## config.mk

```make
export PLATFORM = sky130hd
export DESIGN_NAME = json_string_token_decoder
export DESIGN_NICKNAME = d
export VERILOG_FILES = /design/src/sv/jstd_pkg.sv /design/src/sv/jstd_step.sv /design/src/sv/jstd_out.sv /design/src/sv/json_string_token_decoder.sv
export SDC_FILE = /design/constraint.sdc
export NUM_CORES = 1
export LEC_CHECK = 0
export ABC_CLOCK_PERIOD_IN_PS = 17270
export BUFFER_PORTS_ARGS = -buffer_cell sky130_fd_sc_hd__buf_2
export CAP_MARGIN = 20
export CORE_UTILIZATION = 45
export DETAILED_ROUTE_END_ITERATION = 16
export PLACE_DENSITY = 0.64
export SYNTH_ARGS = -nofsm -noshare
export SYNTH_HDL_FRONTEND = slang
export SYNTH_SLANG_ARGS = --single-unit
```

## constraint.sdc

```tcl
create_clock -name clock -period 17.27 [get_ports clock]
set_input_delay 5.181 -clock clock [delete_from_list [all_inputs] [get_ports clock]]
set_output_delay 5.181 -clock clock [all_outputs]
set_load 0.05 [all_outputs]
```

## src/sv/jstd_pkg.sv

```systemverilog
`timescale 1ns / 1ps
`default_nettype none
// ----------------------------------------------------------------------------
// JSON string token decoder package
// Shared constants and the result bundle passed from the step logic to the
// result register.
// ----------------------------------------------------------------------------
package jstd_pkg;

   // default width of the consumed-byte counter
   localparam int CountWidthDef = 16;

   // most result entries that one text byte can produce
   localparam int MaxResults = 4;

   // parser modes
   localparam logic [2:0] ModeScan = 3'd0;
   localparam logic [2:0] ModeBody = 3'd1;
   localparam logic [2:0] ModeEsc  = 3'd2;
   localparam logic [2:0] ModeHex  = 3'd3;
   localparam logic [2:0] ModeDone = 3'd4;
   localparam logic [2:0] ModeErr  = 3'd5;

   // result kinds
   localparam logic [1:0] KindData = 2'd0;
   localparam logic [1:0] KindDone = 2'd1;
   localparam logic [1:0] KindErr  = 2'd2;

   // results caused by one item, entries 0 .. count-1 valid
   typedef struct packed {
      logic [2:0]                  count;
      logic [MaxResults-1:0][1:0]  kind;
      logic [MaxResults-1:0][7:0]  data;
      logic [15:0]                 consumed;
   } res_bundle_type;

endpackage
`default_nettype wire

```

## src/sv/jstd_step.sv

```systemverilog
`timescale 1ns / 1ps
`default_nettype none
// ----------------------------------------------------------------------------
// JSON string token decoder step logic
// Holds the parser state and works out, for one text byte, the next state and
// the list of results that the byte causes.
// ----------------------------------------------------------------------------
module jstd_step #(
   parameter int COUNT_WIDTH = jstd_pkg::CountWidthDef
) (
   input  wire logic                    clock,
   input  wire logic                    reset,
   input  wire logic                    take,
   input  wire logic                    start_req,
   input  wire logic [7:0]              text_byte,
   input  wire logic                    is_final,
   output jstd_pkg::res_bundle_type     res
);
   import jstd_pkg::*;

   logic [2:0]             mode_ff, mode_in;
   logic [1:0]             hex_ff, hex_in;
   logic [15:0]            code_ff, code_in;
   logic [COUNT_WIDTH-1:0] count_ff, count_in;

   logic [1:0]  nd;
   logic [7:0]  d0, d1, d2;
   logic        done_hit, err_hit;
   logic [4:0]  hv;
   logic [15:0] code_nx;
   logic [31:0] count_wide;

   // hex digit value, bit 4 flags a non-hex byte
   function automatic logic [4:0] hex_val(input logic [7:0] c);
      logic [4:0] v;
      if (c >= "0" && c <= "9")      v = {1'b0, 4'(c - 8'h30)};
      else if (c >= "a" && c <= "f") v = {1'b0, 4'(c - 8'h57)};
      else if (c >= "A" && c <= "F") v = {1'b0, 4'(c - 8'h37)};
      else                           v = 5'h10;
      return v;
   endfunction

   // decode one byte
   always_comb begin
      mode_in  = start_req ? ModeScan : mode_ff;
      hex_in   = start_req ? 2'd0 : hex_ff;
      code_in  = start_req ? 16'd0 : code_ff;
      count_in = start_req ? '0 : count_ff;
      nd       = 2'd0;
      d0       = 8'd0;
      d1       = 8'd0;
      d2       = 8'd0;
      done_hit = 1'b0;
      err_hit  = 1'b0;
      hv       = hex_val(text_byte);
      code_nx  = {code_in[11:0], hv[3:0]};
      if (mode_in == ModeScan || mode_in == ModeBody ||
          mode_in == ModeEsc || mode_in == ModeHex) begin
         if (text_byte == 8'd0) begin
            err_hit = 1'b1;
            mode_in = ModeErr;
         end else begin
            if (count_in != '1) count_in = count_in + {{(COUNT_WIDTH-1){1'b0}}, 1'b1};
            case (mode_in)
               ModeScan: begin
                  if (text_byte == " " || text_byte == 8'h09 ||
                      text_byte == 8'h0D || text_byte == 8'h0A) begin
                     mode_in = ModeScan;
                  end else if (text_byte == "\"") begin
                     mode_in = ModeBody;
                  end else begin
                     err_hit = 1'b1;
                     mode_in = ModeErr;
                  end
               end
               ModeBody: begin
                  if (text_byte == "\\") begin
                     mode_in = ModeEsc;
                  end else if (text_byte == "\"") begin
                     done_hit = 1'b1;
                     mode_in  = ModeDone;
                  end else if (text_byte == 8'h0D || text_byte == 8'h0A) begin
                     err_hit = 1'b1;
                     mode_in = ModeErr;
                  end else begin
                     nd = 2'd1;
                     d0 = text_byte;
                  end
               end
               ModeEsc: begin
                  mode_in = ModeBody;
                  nd      = 2'd1;
                  case (text_byte)
                     "\"", "\\", "/": d0 = text_byte;
                     "b": d0 = 8'h08;
                     "f": d0 = 8'h0C;
                     "n": d0 = 8'h0A;
                     "r": d0 = 8'h0D;
                     "t": d0 = 8'h09;
                     "u": begin
                        nd      = 2'd0;
                        mode_in = ModeHex;
                        hex_in  = 2'd0;
                        code_in = 16'd0;
                     end
                     default: begin
                        nd      = 2'd0;
                        err_hit = 1'b1;
                        mode_in = ModeErr;
                     end
                  endcase
               end
               default: begin
                  if (hv[4]) begin
                     err_hit = 1'b1;
                     mode_in = ModeErr;
                  end else begin
                     code_in = code_nx;
                     if (hex_in == 2'd3) begin
                        hex_in  = 2'd0;
                        mode_in = ModeBody;
                        // encode the code value as UTF-8
                        if (code_nx < 16'h0080) begin
                           nd = 2'd1;
                           d0 = code_nx[7:0];
                        end else if (code_nx < 16'h0800) begin
                           nd = 2'd2;
                           d0 = {3'b110, code_nx[10:6]};
                           d1 = {2'b10, code_nx[5:0]};
                        end else begin
                           nd = 2'd3;
                           d0 = {4'b1110, code_nx[15:12]};
                           d1 = {2'b10, code_nx[11:6]};
                           d2 = {2'b10, code_nx[5:0]};
                        end
                     end else begin
                        hex_in = hex_in + 2'd1;
                     end
                  end
               end
            endcase
         end
         // text ends before the token closes
         if (is_final && mode_in != ModeDone && mode_in != ModeErr) begin
            err_hit = 1'b1;
            mode_in = ModeErr;
         end
      end
   end

   // assemble the result list: data bytes, then completion or error
   always_comb begin
      count_wide   = 32'(count_in);
      res          = '0;
      res.data[0]  = d0;
      res.data[1]  = d1;
      res.data[2]  = d2;
      res.kind[nd] = done_hit ? KindDone : KindErr;
      res.count    = {1'b0, nd} + {2'b00, done_hit | err_hit};
      res.consumed = (count_wide > 32'h0000_FFFF) ? 16'hFFFF : count_wide[15:0];
   end

   // advance parser state on each accepted item
   always_ff @(posedge clock) begin
      if (reset) begin
         mode_ff  <= ModeScan;
         hex_ff   <= 2'd0;
         code_ff  <= 16'd0;
         count_ff <= '0;
      end else if (take) begin
         mode_ff  <= mode_in;
         hex_ff   <= hex_in;
         code_ff  <= code_in;
         count_ff <= count_in;
      end
   end

endmodule
`default_nettype wire

```

## src/sv/jstd_out.sv

```systemverilog
`timescale 1ns / 1ps
`default_nettype none
// ----------------------------------------------------------------------------
// JSON string token decoder result register
// Holds one item's results; hands out one per cycle while rsp_ready is high.
// ----------------------------------------------------------------------------
module jstd_out (
   input  wire logic                  clock,
   input  wire logic                  reset,
   input  wire logic                  load,
   input  wire jstd_pkg::res_bundle_type res,
   output logic                       free,
   output logic                       rsp_valid,
   input  wire logic                  rsp_ready,
   output logic [1:0]                 rsp_kind,
   output logic [7:0]                 rsp_out_byte,
   output logic [15:0]                rsp_consumed,
   output logic                       rsp_last
);
   import jstd_pkg::*;

   logic [2:0]                 rem_ff, rem_in;
   logic [1:0]                 idx_ff, idx_in;
   logic [MaxResults-1:0][1:0] kind_ff;
   logic [MaxResults-1:0][7:0] data_ff;
   logic [15:0]                cons_ff;
   logic                       pop;

   assign rsp_valid = (rem_ff != 3'd0);
   assign pop       = rsp_valid && rsp_ready;
   // room for a new item once the last held result leaves
   assign free      = (rem_ff == 3'd0) || (rem_ff == 3'd1 && pop);

   // drive the current entry
   always_comb begin
      rsp_kind     = kind_ff[idx_ff];
      rsp_out_byte = (kind_ff[idx_ff] == KindData) ? data_ff[idx_ff] : 8'd0;
      rsp_consumed = (kind_ff[idx_ff] == KindDone) ? cons_ff : 16'd0;
      rsp_last     = (rem_ff == 3'd1);
   end

   // load a new list or advance through the held one
   always_comb begin
      rem_in = rem_ff;
      idx_in = idx_ff;
      if (load && res.count != 3'd0) begin
         rem_in = res.count;
         idx_in = 2'd0;
      end else if (pop) begin
         rem_in = rem_ff - 3'd1;
         idx_in = idx_ff + 2'd1;
      end
   end

   always_ff @(posedge clock) begin
      if (reset) begin
         rem_ff <= 3'd0;
         idx_ff <= 2'd0;
      end else begin
         rem_ff <= rem_in;
         idx_ff <= idx_in;
      end
   end

   // hold payload of the list
   always_ff @(posedge clock) begin
      if (load && res.count != 3'd0) begin
         kind_ff <= res.kind;
         data_ff <= res.data;
         cons_ff <= res.consumed;
      end
   end

endmodule
`default_nettype wire

```

## src/sv/json_string_token_decoder.sv

```systemverilog
`timescale 1ns / 1ps
`default_nettype none
// The first result of an item is shown in the cycle after the item is taken.
// Throughput: one item per cycle while each item gives at most one result and
// rsp_ready is high; an item with several results (up to 4) holds the
// single result register, draining one entry per cycle under rsp_ready.
// Reset: synchronous; parser returns to scanning for the opening quote,
// counters clear and any held results are dropped.
// ----------------------------------------------------------------------------
// JSON string token decoder
// Decodes a JSON string token one text byte at a time, expanding escapes and
// unicode escapes to UTF-8, and reports completion or error.
// ----------------------------------------------------------------------------
module json_string_token_decoder #(
   parameter int COUNT_WIDTH = jstd_pkg::CountWidthDef
) (
   input  wire logic         clock,
   input  wire logic         reset,
   input  wire logic         req_valid,
   output logic              req_ready,
   input  wire logic         req_start_req,
   input  wire logic [7:0]   req_text_byte,
   input  wire logic         req_is_final,
   output logic              rsp_valid,
   input  wire logic         rsp_ready,
   output logic [1:0]        rsp_kind,
   output logic [7:0]        rsp_out_byte,
   output logic [15:0]       rsp_consumed,
   output logic              rsp_last
);
   import jstd_pkg::*;

   res_bundle_type res;
   logic           free;
   logic           take;

   // accept an item whenever the result register can take its list
   assign req_ready = free;
   assign take      = req_valid && free;

   jstd_step #(
      .COUNT_WIDTH (COUNT_WIDTH)
   ) u_step (
      .clock     (clock),
      .reset     (reset),
      .take      (take),
      .start_req (req_start_req),
      .text_byte (req_text_byte),
      .is_final  (req_is_final),
      .res       (res)
   );

   jstd_out u_out (
      .clock        (clock),
      .reset        (reset),
      .load         (take),
      .res          (res),
      .free         (free),
      .rsp_valid    (rsp_valid),
      .rsp_ready    (rsp_ready),
      .rsp_kind     (rsp_kind),
      .rsp_out_byte (rsp_out_byte),
      .rsp_consumed (rsp_consumed),
      .rsp_last     (rsp_last)
   );

endmodule
`default_nettype wire
```

# ---- Word level (Yosys, flattened, before mapping)
# Index checks and enable logic that the tools add are counted.
dict set report op_classes {
  n_addsub 8
  order_cmp 11
  eq_ne 22
  n_mux 83
  n_bitwise 4
  reduce_logical 33
}
# cell count
set ops {}
lappend ops {{$mux W16} 10}
lappend ops {{$mux W8} 9}
lappend ops {{$eq A8 B7 Y1 const B} 7}
lappend ops {{$pmux W8 S6} 1}
lappend ops {{$mux W3} 14}
lappend ops {{$mux W2} 16}
lappend ops {{$pmux W16 S2} 1}
lappend ops {{$eq A8 B4 Y1 const B} 3}
lappend ops {{$eq A8 B6 Y1 const B} 3}
lappend ops {{$pmux W8 S3} 1}
lappend ops {{$mux W1} 18}
lappend ops {{$reduce_or A9 Y1} 2}
lappend ops {{$add A16 B1 Y16 const B} 1}
lappend ops {{$bmux W8 S2} 1}
lappend ops {{$ge A8 B7 Y1 const B} 2}
lappend ops {{$le A8 B7 Y1 const B} 2}
lappend ops {{$lt A16 B12 Y1 const B} 1}
lappend ops {{$lt A16 B8 Y1 const B} 1}
lappend ops {{$ne A16 B16 Y1 const B} 1}
lappend ops {{$reduce_or A8 Y1} 2}
lappend ops {{$mux W5} 3}
lappend ops {{$mux W6} 2}
lappend ops {{$logic_and A1 B1 Y1} 10}
lappend ops {{$pmux W3 S3} 1}
lappend ops {{other kinds (31)} 49}
dict set report word_totals {
  register_bits 90
  input_bits 14
  output_inout_bits 29
  elab_cells 176
}

# ---- Depth between registers and ports, before layout
dict set report depth {
  word_depth 19
  depth_mapped 17
  ltp_nobuf 15
}

# ---- Modules after synthesis
# A second synthesis with hierarchy kept.
dict set report unflattened {
  cells_unflattened 596
  area_unflattened_um2 5726.7
}
# module n_inst cells_each area_each_um2 seq_area_each_um2
set modules_own_cells {}
lappend modules_own_cells {jstd_step 1 464 3308.2 660.6}
lappend modules_own_cells {jstd_out 1 131 2412.3 1781.7}
lappend modules_own_cells {json_string_token_decoder 1 1 6.3 0.0}

# ---- Worst setup path before layout
# Ideal clock, no wire load.
dict set report synth_path {
  kind {input -> output}
  startpoint {input rsp_ready}
  endpoint {output req_ready}
  t_arrival_ns 5.720
  t_required_ns 12.089
  setup_slack_ns 6.369
  path_stages 2
  path_buffers 0
  cell_sequence {a21o_1 -> and2_1}
}
dict set report synth_via {
  elab_chain_len 3
}
# item line_no
set synth_rtl {}
lappend synth_rtl {{start: declaration} json_string_token_decoder.sv:25} ;# input wire logic rsp_ready,
lappend synth_rtl {{$logic_and A1 B1 Y1} jstd_out.sv:30} ;# assign pop = rsp_valid && rsp_ready;
lappend synth_rtl {{$logic_and A1 B1 Y1} jstd_out.sv:32} ;# assign free = (rem_ff == 3'd0) || (rem_ff == 3'd1 && pop);
lappend synth_rtl {{$logic_or A1 B1 Y1} jstd_out.sv:32}
lappend synth_rtl {{end: declaration} json_string_token_decoder.sv:20} ;# output logic req_ready,
# Every way passes these cells.

# ---- Final worst setup path
# Ends and elaborated chain as after synthesis.

==> impl_metrics.env <==
export IMPL_status="finished clean"
export IMPL_synth_most_common_cell="nor2_1"
export IMPL_ir_drop_mv=0.120
export IMPL_required_ns=12.09
export IMPL_ff_latch_area_mm2=0.00214
export IMPL_final_area_mm2=0.00551
export IMPL_worst_path_max_fanout=3
export IMPL_grt_overflow=0
export IMPL_p_int_uw=392
export IMPL_cts_buffers=9
export IMPL_antenna_cells=0
export IMPL_synthTopCellsByArea="edfxtp_1 (27%), dfxtp_1 (15%), nor2_1 (5.4%), a21oi_1 (3.9%), nand2_1 (3.6%)"
export IMPL_post_dp_cell_area_mm2=0.00532
export IMPL_die_w_um=108
export IMPL_root_buffer="clkbuf_8"
export IMPL_post_cts_buffers=0
export IMPL_worstPathArrival_ns=5.83
export IMPL_h_tree_depth=3
export IMPL_synth_cells=554
export IMPL_fin_util=0.506
export IMPL_period_share=0.638
export IMPL_fin_setup_tns_ns=0
export IMPL_dpl_hpwl_mm=8.50
export IMPL_skew_ns=0.0135
export IMPL_synth_top_area_frac=0.274
export IMPL_setup_viol=0
export IMPL_yosys_area_top_type="edfxtp_1"
export IMPL_hp_class="register to register"
export IMPL_cts_tree="done"
export IMPL_drive_gt1_frac=0.147
export IMPL_cts_resized=0
export IMPL_ys_seq_area_frac=0.425
export IMPL_syn_area_mm2=0.00504
export IMPL_p_seq_frac=0.421
export IMPL_tightest_slew_ns=0.997
export IMPL_die_y_um=108
export IMPL_cts_max_path_buffers=2
export IMPL_p_sw_uw=262
export IMPL_ant_nets=0
export IMPL_synthDistinctLibCells=86
export IMPL_track_usage=0.222
export IMPL_yosysWarnings=0
export IMPL_clock_fmax_mhz=90.8
export IMPL_synth_edff_count=46
export IMPL_die_area_mm2=0.0116
export IMPL_clock_sinks=84
export IMPL_p_clk_frac=0.209
export IMPL_grt_pass1_vias=3989
export IMPL_area_growth_pct=9.30
export IMPL_critPathKind="primary input to output port"
export IMPL_vias=4343
export IMPL_grt_max_degree=53
export IMPL_rsz0062_at_grt="false"
export IMPL_pin_count=43
export IMPL_critPathLaunchType="primary input"
export IMPL_drt_wl_total_mm=12.1
export IMPL_initialDrtViolationCount=379
export IMPL_grt_pass1_wl_mm=20.1
export IMPL_cellPowerDensity_mw_per_mm2=119
export IMPL_antenna_found_initial=0
export IMPL_core_mm2=0.0109
export IMPL_drv_cap=0
export IMPL_gp_congestion=0.866
export IMPL_drv_slew=0
export IMPL_power_leakage_uw=0.00207
export IMPL_cts_hold_buf=0
export IMPL_row_count=38
export IMPL_yosys_top_cells_count="nor2_1 (73), nand2_1 (49), edfxtp_1 (46)"
export IMPL_vias_per_cell=5.94
export IMPL_path_clk_slew_ns=0.08
export IMPL_avgSynthCellArea_um2=9.11
export IMPL_endpoint_kind="output port"
export IMPL_power_frac_comb=0.371
export IMPL_hold_viol_final=0
export IMPL_slew_headroom=0.326
export IMPL_clkLatencyLatePin_ns=0.36
export IMPL_initial_core_util=0.463
export IMPL_period_minus_slack_ns=11.01
export IMPL_drtPass1Iterations=5
export IMPL_multi_input_area_mm2=0.00271
export IMPL_synth_main_ff_cell="edfxtp_1"
export IMPL_postSynth_asyncResetShare=0
export IMPL_switching_share=0.401
export IMPL_fillCellCount=1053
export IMPL_wl_per_cell_um=16.5
export IMPL_nets=611
export IMPL_port_buffers=42
export IMPL_drc=0
export IMPL_synth_seq_cells=84
==> through the flow <==
stage	total power [µW]	std cells	setup slack (ns)	hold slack, ns
floorplan	468	556	6.37	0.441
global placement	518	715	6.27	0.451
detailed placement	523	715	6.26	0.467
CTS	660	731	6.25	0.479
global route	692	731	6.23	0.508
finish	654	731	6.26	0.477
==> worst paths after layout <==
kind | startpoint | end | slack, ns | cells past startpoint
max | rsp_ready | req_ready | 6.26 | 4
min reg2reg | u_step.count_ff[0]$_SDFFE_PP0P_ | u_step.count_ff[0]$_SDFFE_PP0P_ | 0.48 | 2
max reg2reg | u_step.mode_ff[1]$_SDFFE_PP0P_ | u_out.rem_ff[2]$_SDFFE_PP0P_ | 12.74 | 14
min | u_step.count_ff[0]$_SDFFE_PP0P_ | u_step.count_ff[0]$_SDFFE_PP0P_ | 0.48 | 2
==> power by group through the flow <==
| stage | clock network (µW) | registers [µW] | logic [µW] |
|---|---|---|---|
| 4_1_cts | 140 | 276 | 243 |
| 3_3_place_gp | 0 | 279 | 239 |
| 6_report | 136 | 275 | 242 |
| 2_1_floorplan | 0 | 275 | 194 |
| 5_1_grt | 147 | 280 | 265 |
| 3_5_place_dp | 0 | 281 | 242 |
==> cells in the final DEF (no fill, tap or decap), drive strengths merged, types with 16 or more instances in the layout <==
cell and instances:
buf 45, nor2 73, edfxtp 46, a21oi 40, nand2 49, dfxtp 38, and2 23, nor3 24
inv 18, nor2b 16
==> routing by layer <==
layer | wire length, µm | track usage | vias to the layer above | share of wire
met4 | 212 | 0.0881 | 0 | 0.018
met3 | 645 | 0.0321 | 19 | 0.053
met2 | 5390 | 0.333 | 151 | 0.45
met5 | 0 | 0 | - | 0
met1 | 5840 | 0.318 | 2071 | 0.48
li1 | - | - | 2102 | -
==> worst max-delay path, stage by stage <==
cell and delay, ns:
buf_2 0.11, a21o_1 0.19, and2_1 0.15, buf_2 0.20
==> registers in the layout, indices dropped and copies added, names as in the netlist <==
register	flops
u_step.hex_ff	2
u_step.code_ff	12
u_out.rem_ff	3
u_out.kind_ff	8
u_out.cons_ff	16
u_out.data_ff	22
u_step.count_ff	16
u_step.mode_ff	3
u_out.idx_ff	2
==> area by class of cell <==
class	instances	share of cell area
Multi-Input combinational cell	428	0.491
Sequential cell	84	0.388
Timing Repair Buffer	45	0.0422
Clock buffer	14	0.0318
Tap cell	140	0.0318
Inverter	18	0.0123
Clock inverter	2	0.00272
==> cells by family (layout without fill, tap and decap cells) <==
kind of cell             after synthesis  count (layout)  synth area share
AO/OA/AOI/OAI                        130             130             0.179
XOR/XNOR                              16              16            0.0278
adder cells (fa/ha/maj)               11              11            0.0273
buffers and inverters                 44              79            0.0419
flip-flops                            84              84             0.425
multiplexers                          15              15            0.0350
other                                  1               3          0.000743
AND/OR/NAND/NOR                      253             253             0.264
Power figures use the tool's default switching activity.
